--- config.mk ---
export PLATFORM = sky130hd
export DESIGN_NAME = base64_stream_encoder
export DESIGN_NICKNAME = d
export VERILOG_FILES = /design/src/rtl/b64e_pkg.sv /design/src/rtl/b64e_front.sv /design/src/rtl/b64e_queue.sv /design/src/rtl/b64e_back.sv /design/src/rtl/base64_stream_encoder.sv
export SDC_FILE = /design/constraint.sdc
export NUM_CORES = 1
export LEC_CHECK = 0
export BUFFER_PORTS_ARGS = -buffer_cell sky130_fd_sc_hd__buf_2
export CORE_UTILIZATION = 35
export CTS_BUF_LIST = sky130_fd_sc_hd__clkbuf_4
export DETAILED_ROUTE_END_ITERATION = 7
export SETUP_SLACK_MARGIN = 0.3
export SYNTH_ARGS = -nofsm -noshare
export SYNTH_HDL_FRONTEND = slang
export SYNTH_SLANG_ARGS = --single-unit
--- constraint.sdc ---
create_clock -name clk -period 3.8 [get_ports clk]
set_input_delay 0.38 -clock clk [delete_from_list [all_inputs] [get_ports clk]]
set_output_delay 0.38 -clock clk [all_outputs]
set_load 0.05 [all_outputs]
--- src/rtl/b64e_pkg.sv ---
package b64e_pkg;

    // Position of the next byte within its three-byte group.
    localparam logic [1:0] PHASE_FIRST  = 2'd0;
    localparam logic [1:0] PHASE_SECOND = 2'd1;
    localparam logic [1:0] PHASE_THIRD  = 2'd2;

    localparam logic [7:0] PAD_CHAR = 8'h3D;

    // Up to four characters produced by one input byte.
    typedef struct packed {
        logic [3:0][7:0] chars;
        logic [1:0]      last_idx;
        logic            last;
    } job_t;

    // Map a six-bit symbol to its character in the standard alphabet.
    function automatic logic [7:0] sym_to_ascii(input logic [5:0] v);
        logic [7:0] w;
        logic [7:0] res;
        w = {2'b00, v};
        if (v < 6'd26) begin
            res = 8'(8'd65 + w);
        end
        else if (v < 6'd52) begin
            res = 8'(8'd97 + w - 8'd26);
        end
        else if (v < 6'd62) begin
            res = 8'(8'd48 + w - 8'd52);
        end
        else if (v == 6'd62) begin
            res = 8'h2B;
        end
        else begin
            res = 8'h2F;
        end
        return res;
    endfunction

endpackage

--- src/rtl/b64e_front.sv ---
module b64e_front (
    input  logic             clk,
    input  logic             rst_n,
    input  logic             in_valid,
    input  logic [7:0]       in_byte,
    input  logic             in_last,
    input  logic             queue_full,
    output logic             in_ready,
    output logic             push,
    output b64e_pkg::job_t   job
);
    import b64e_pkg::*;

    logic [1:0] phase_reg;
    logic [1:0] phase_next;
    logic [3:0] carry_reg;
    logic [3:0] carry_next;

    assign in_ready = !queue_full;
    assign push     = in_valid && !queue_full;

    always_comb
    begin
        job.chars    = '{default: PAD_CHAR};
        job.last     = in_last;
        job.last_idx = 2'd0;
        phase_next   = phase_reg;
        carry_next   = carry_reg;
        unique case (phase_reg)
            PHASE_SECOND:
            begin
                job.chars[0] = sym_to_ascii({carry_reg[1:0], in_byte[7:4]});
                job.chars[1] = sym_to_ascii({in_byte[3:0], 2'b00});
                job.last_idx = in_last ? 2'd2 : 2'd0;
                carry_next   = in_byte[3:0];
                phase_next   = PHASE_THIRD;
            end
            PHASE_THIRD:
            begin
                job.chars[0] = sym_to_ascii({carry_reg, in_byte[7:6]});
                job.chars[1] = sym_to_ascii(in_byte[5:0]);
                job.last_idx = 2'd1;
                carry_next   = 4'd0;
                phase_next   = PHASE_FIRST;
            end
            default:
            begin
                // The unused fourth phase code behaves as the first.
                job.chars[0] = sym_to_ascii(in_byte[7:2]);
                job.chars[1] = sym_to_ascii({in_byte[1:0], 4'b0000});
                job.last_idx = in_last ? 2'd3 : 2'd0;
                carry_next   = {2'b00, in_byte[1:0]};
                phase_next   = PHASE_SECOND;
            end
        endcase
        if (in_last)
        begin
            phase_next = PHASE_FIRST;
            carry_next = 4'd0;
        end
    end

    always_ff @(posedge clk or negedge rst_n)
    begin
        if (!rst_n)
        begin
            phase_reg <= PHASE_FIRST;
            carry_reg <= 4'd0;
        end
        else if (push)
        begin
            phase_reg <= phase_next;
            carry_reg <= carry_next;
        end
    end

endmodule

--- src/rtl/b64e_queue.sv ---
module b64e_queue #(
    parameter int DEPTH = 2
) (
    input  logic             clk,
    input  logic             rst_n,
    input  logic             push,
    input  b64e_pkg::job_t   push_job,
    input  logic             pop,
    output logic             full,
    output logic             valid,
    output b64e_pkg::job_t   head_job
);
    import b64e_pkg::*;

    localparam int PTR_W = (DEPTH > 1) ? $clog2(DEPTH) : 1;
    localparam int CNT_W = $clog2(DEPTH + 1);

    job_t             mem_reg [DEPTH];
    logic [PTR_W-1:0] wr_ptr_reg;
    logic [PTR_W-1:0] rd_ptr_reg;
    logic [CNT_W-1:0] count_reg;

    assign full     = (count_reg == CNT_W'(DEPTH));
    assign valid    = (count_reg != '0);
    assign head_job = mem_reg[rd_ptr_reg];

    function automatic logic [PTR_W-1:0] wrap_inc(input logic [PTR_W-1:0] p);
        return (p == PTR_W'(DEPTH - 1)) ? '0 : PTR_W'(p + 1'b1);
    endfunction

    always_ff @(posedge clk)
    begin
        if (push)
        begin
            mem_reg[wr_ptr_reg] <= push_job;
        end
    end

    always_ff @(posedge clk or negedge rst_n)
    begin
        if (!rst_n)
        begin
            wr_ptr_reg <= '0;
            rd_ptr_reg <= '0;
            count_reg  <= '0;
        end
        else
        begin
            if (push)
            begin
                wr_ptr_reg <= wrap_inc(wr_ptr_reg);
            end
            if (pop)
            begin
                rd_ptr_reg <= wrap_inc(rd_ptr_reg);
            end
            if (push && !pop)
            begin
                count_reg <= CNT_W'(count_reg + 1'b1);
            end
            else if (pop && !push)
            begin
                count_reg <= CNT_W'(count_reg - 1'b1);
            end
        end
    end

endmodule

--- src/rtl/b64e_back.sv ---
module b64e_back (
    input  logic             clk,
    input  logic             rst_n,
    input  logic             q_valid,
    input  b64e_pkg::job_t   q_job,
    output logic             pop,
    output logic             out_valid,
    input  logic             out_ready,
    output logic [7:0]       out_char,
    output logic             out_last
);
    import b64e_pkg::*;

    job_t       job_reg;
    logic       valid_reg;
    logic       valid_next;
    logic [1:0] idx_reg;
    logic [1:0] idx_next;
    logic       at_end;
    logic       out_fire;

    assign at_end   = (idx_reg == job_reg.last_idx);
    assign out_fire = valid_reg && out_ready;
    assign pop      = q_valid && (!valid_reg || (out_fire && at_end));

    assign out_valid = valid_reg;
    assign out_char  = job_reg.chars[idx_reg];
    assign out_last  = job_reg.last && at_end;

    always_comb
    begin
        valid_next = valid_reg;
        idx_next   = idx_reg;
        if (pop)
        begin
            valid_next = 1'b1;
            idx_next   = 2'd0;
        end
        else if (out_fire && at_end)
        begin
            valid_next = 1'b0;
        end
        else if (out_fire)
        begin
            idx_next = 2'(idx_reg + 1'b1);
        end
    end

    always_ff @(posedge clk)
    begin
        if (pop)
        begin
            job_reg <= q_job;
        end
    end

    always_ff @(posedge clk or negedge rst_n)
    begin
        if (!rst_n)
        begin
            valid_reg <= 1'b0;
            idx_reg   <= 2'd0;
        end
        else
        begin
            valid_reg <= valid_next;
            idx_reg   <= idx_next;
        end
    end

    // The character index never runs past the last character of the group.
    a_idx_in_range: assert property (@(posedge clk) disable iff (!rst_n)
        valid_reg |-> (idx_reg <= job_reg.last_idx))
        else $error("character index beyond last character of group");

    // A character taken before the end of its group leaves the serializer busy.
    a_stay_busy: assert property (@(posedge clk) disable iff (!rst_n)
        (out_fire && !at_end) |=> valid_reg)
        else $error("serializer dropped a group before its end");

    // A character taken mid-group advances the index by exactly one.
    a_idx_step: assert property (@(posedge clk) disable iff (!rst_n)
        (out_fire && !at_end) |=> (idx_reg == 2'($past(idx_reg) + 1'b1)))
        else $error("character index did not advance by one");

    // A new group is never loaded while characters of the current one remain.
    a_no_overrun: assert property (@(posedge clk) disable iff (!rst_n)
        (valid_reg && !(out_fire && at_end)) |-> !pop)
        else $error("group loaded over an unfinished one");

endmodule

--- src/rtl/base64_stream_encoder.sv ---
// Base64 stream encoder (standard alphabet A-Z, a-z, 0-9, '+', '/', with '='
// padding). Each input request carries one byte; tlast marks the final byte of
// a message. The encoder emits one ASCII character per output request, and
// tlast on the output marks the final character of the encoded message. The
// first and second bytes of a three-byte group each produce one character, the
// third produces two; the final byte flushes the partial group with zero bits
// and pads it with '=' to four characters. An empty message produces nothing.
// Throughput: the output side delivers one character per clock while
// m_axis_tready is high, and a byte yields one to four characters (1, 1, 2
// within a group, and 4, 3 or 2 for a final byte by its position), about 4/3
// characters per byte sustained. The single-character output serializer sets
// the pace. The input side takes a byte every cycle as long as the group
// queue between the byte classifier and the serializer has room (QUEUE_DEPTH
// groups), so either side can stall without stopping the other. At the
// earliest, the first character of a byte is offered on the output once the
// byte has passed through a queue entry and the serializer's group register.
module base64_stream_encoder #(
    parameter int QUEUE_DEPTH = 2
) (
    input  logic       clk,
    input  logic       rst_n,
    input  logic       s_axis_tvalid,
    output logic       s_axis_tready,
    input  logic [7:0] s_axis_tdata,   // [7:0] data_byte
    input  logic       s_axis_tlast,   // last_byte
    output logic       m_axis_tvalid,
    input  logic       m_axis_tready,
    output logic [7:0] m_axis_tdata,   // [7:0] out_char
    output logic       m_axis_tlast    // last_char
);
    import b64e_pkg::*;

    job_t front_job;
    job_t head_job;
    logic push;
    logic pop;
    logic queue_full;
    logic queue_valid;

    // The classifier tracks the group position and leftover bits, and turns
    // each byte into a complete group of ready-made characters.
    b64e_front u_front (
        .clk        (clk),
        .rst_n      (rst_n),
        .in_valid   (s_axis_tvalid),
        .in_byte    (s_axis_tdata),
        .in_last    (s_axis_tlast),
        .queue_full (queue_full),
        .in_ready   (s_axis_tready),
        .push       (push),
        .job        (front_job)
    );

    // The queue decouples byte intake from character output.
    b64e_queue #(
        .DEPTH (QUEUE_DEPTH)
    ) u_queue (
        .clk      (clk),
        .rst_n    (rst_n),
        .push     (push),
        .push_job (front_job),
        .pop      (pop),
        .full     (queue_full),
        .valid    (queue_valid),
        .head_job (head_job)
    );

    // The serializer holds one group in registers and sends its characters
    // one per cycle unless stalled, loading the next group as the last is taken.
    b64e_back u_back (
        .clk       (clk),
        .rst_n     (rst_n),
        .q_valid   (queue_valid),
        .q_job     (head_job),
        .pop       (pop),
        .out_valid (m_axis_tvalid),
        .out_ready (m_axis_tready),
        .out_char  (m_axis_tdata),
        .out_last  (m_axis_tlast)
    );

endmodule
==> flow_summary_export.csv <==
group,metric,value,unit
pwr,vdd_drop_max,230.7,uV
pwr,p_switching,1.523,mW
sta,finalMaxSlewViolations,0,
synthesis,ys_types,67,
grt,gr-total-overflow,0,
pwr,power_density,692.7,nW/um2
finish,post-route-util,0.3885,
pwr,p_leak,1.896,nW
die,fp.dieH,118.2,um
sta,fin_setup_tns,0,ns
synthesis,yosysSeqAreaShare,0.4307,
cts,clk_pin_slew,0.13,ns
sta,rsz0062_at_grt,"false",
critical_path,worstRegToRegCells,6,
synthesis,synth-main-ff-cell,"edfxtp_1",
grt,antenna_found_initial,0,
cts,cts.sink_count,70,
finish,final_area,5125,um2
synthesis,synth-edff-count,57,
critical_path,critPathMaxFanout,10,
placed_design,place_area,4982,um2
drt,routed_wirelength,11610,um
finish,finalNonFillerCells,659,
drt,wl_per_cell,17.62,um
drt,drtIter0Drc,330,
critical_path,endpoint_kind,"register",
grt,grt_pass1_vias,3587,
cts,cts_made_buffers,9,
hold_path,hold_depth,1,
synthesis,synth_area,4730,um2
drt,first_pass_iters,5,
drt,vias_per_cell,5.640,
critical_path,crit_start,"u_front.carry_reg[1]",
sta,timing.final.crit_share,0.7368,
critical_path,worstSetupPathType,"register to register",
sta,worst_pin_slew,0.8792,ns
finish,finalNetCount,518,
sta,clock_skew,0.02853,ns
pwr,pwr-share-comb,0.469,
cts,ctsRootBufferMaster,"clkbuf_4",
pwr,switching_share,0.4291,
cts,cts_resized,0,
pwr,pwr-share-seq,0.404,
cts,cts_max_level,3,
drt,drtAntennaViolNets,0,
synthesis,synth_cells,465,
synthesis,yosys.area.top_type,"edfxtp_1",
synthesis,synthArstFlopShare,0.1857,
pwr,pwr-share-clk,0.127,
finish,area_growth,8.360,%
synthesis,synthesis.nets,505,
critical_path,reg2reg_to,"u_queue.mem_reg[0][3]",
pwr,cellInternalPower,2.027,mW
die,row_count,42,
critical_path,endpoint,"u_queue.mem_reg[0][3]",
sta,hold_viol,0,
grt,track_usage,0.1735,
placed_design,place_ws,1.019,ns
cts,clock_latency,0.41,ns
critical_path,crit_path_start_kind,"register",
critical_path,crit_arrival,2.92,ns
die,start_util,0.3586,
run_status,outcome,"completed",
die,die-area,13980,um2
synthesis,synth_seq_cells,70,
die,core_area,13190,um2
synthesis,yosys.area.top_type_share,0.3619,
sta,max_freq,0.3571,GHz
hold_path,worstHoldStart,"s_axis_tlast",
sta,slew_headroom,0.4138,
sta,setup_viol,0,
critical_path,crit_required,3.92,ns
drt,via_count,3717,
sta,setup_slack,1.000,ns
synthesis,synth.most_common_cell,"edfxtp_1",
grt,grt_max_degree,23,
synthesis,synth_area_leaders,"edfxtp_1 36%, ha_1 7.1%, dfrtp_1 6.9%, mux2_2 5.0%, xnor2_1 3.9%",
synthesis,yosys_warnings,0,
drt,route.detailed.drc,0,
flow_run,maxCapViolations,0,
critical_path,r2r_start,"u_front.carry_reg[1]",
placed_design,place_inst,642,
synthesis,synth.top_cells.by_count,"57 x edfxtp_1, 37 x nand2_1, 31 x a21oi_1",
die,fp.dieW,118.2,um
die,io_pins,24,
placed_design,io_buffers,23,
finish,largest_register_ff_count,38,
grt,grt_pass1_wl,19220,um
synthesis,postSynthAreaPerCell,10.17,um2
cts,clk_path_buf_depth,2,
finish,nFillCells,1302,
finish,layout-drive-gt1-share,0.1470,
cts,cts_tree,"yes",
sta,period_needed,2.800,ns
critical_path,reg2reg_slack,1.0,ns
placed_design,gp_congestion,0.9354,
cts,cts_setup_buffers,0,
finish,diodes,0,
placed_design,dp_hpwl,8499,um
hold_path,hp-class,"primary input to register",
-- worst max-delay path, cell delays in order (launching register included) --
cell,delay (ns)
dfrtp_1,0.63
ha_1,0.50
nor2b_1,0.50
nand2_1,0.21
or3_1,0.34
a32oi_1,0.19
o21ai_0,0.13
-- layout by cell type (no fill, tap or decap), drive strengths merged, types with 18 or more instances in the layout --
| master | synthesis | routed |
|---|---|---|
| a21oi | 34 | 34 |
| buf | 11 | 26 |
| edfxtp | 57 | 57 |
| ha | 27 | 27 |
| inv | 21 | 21 |
| mux2 | 21 | 21 |
| nand2 | 38 | 38 |
| nand3 | 18 | 18 |
| nor2 | 19 | 19 |
| o21ai | 23 | 23 |
| xnor2 | 21 | 21 |
-- routing by layer --
layer | wire length (um) | part of all wire | track usage
met5 | 0 | 0 | 0
met3 | 554 | 0.048 | 0.02654
met1 | 5620 | 0.48 | 0.2441
met2 | 5086 | 0.44 | 0.2665
met4 | 351 | 0.030 | 0.06891
-- logic make-up (layout without fill, tap and decap cells) --
family,Yosys count,in the layout,synth area share
DFF,70,70,0.4307
buffers and inverters,46,64,0.03968
AOI/OAI and AO/OA,135,135,0.2019
and+or+nand+nor,130,130,0.1378
adders and majority gates,27,27,0.07143
muxes,28,28,0.06482
xor gates and xnor gates,29,29,0.05371
-- timing repair --
action / 4_1_cts / 5_1_grt
endpoints found under the setup margin: 0 / 0
hold endpoints to repair: 13 / 0
hold buffers: 1 / 0
-- worst min path at each step --
stage | endpoint | slack (ns)
after floorplan | u_back.idx_reg[0] | 0.08
after global placement | u_back.idx_reg[0] | 0.30
after detailed placement | u_back.out_valid | 0.31
after CTS | u_queue.mem_reg[1][0] | 0.23
after global routing | u_queue.mem_reg[1][0] | 0.25
final | u_queue.mem_reg[1][0] | 0.25
-- layout make-up --
| class | count | area (um2) | area share |
|---|---|---|---|
| inverters | 21 | 78.83 | 0.01538 |
| clock inverters | 7 | 65.06 | 0.01270 |
| multi-input cells | 349 | 2509 | 0.4895 |
| flip-flops and latches | 70 | 2037 | 0.3975 |
| repair buffers | 27 | 147.6 | 0.02881 |
| well taps | 176 | 220.2 | 0.04297 |
| clock buffers | 9 | 67.56 | 0.01318 |
-- power groups by stage --
stage                     logic [mW]  registers, mW  clock network, mW
after floorplan                 1.33           1.34                  0
after global placement          1.64           1.44                  0
after detailed placement        1.65           1.46                  0
after CTS                       1.66           1.44              0.461
after global routing            1.81           1.48              0.498
final                           1.66           1.44              0.451
-- per-stage QoR --
| stage | hold WS, ns | power [mW] |
|---|---|---|
| finish | 0.2457 | 3.550 |
| global route | 0.2451 | 3.785 |
| CTS | 0.2267 | 3.569 |
| detailed placement | 0.3109 | 3.110 |
| global placement | 0.3011 | 3.085 |
| floorplan | 0.08441 | 2.670 |
(Power assumes the default switching activity.)
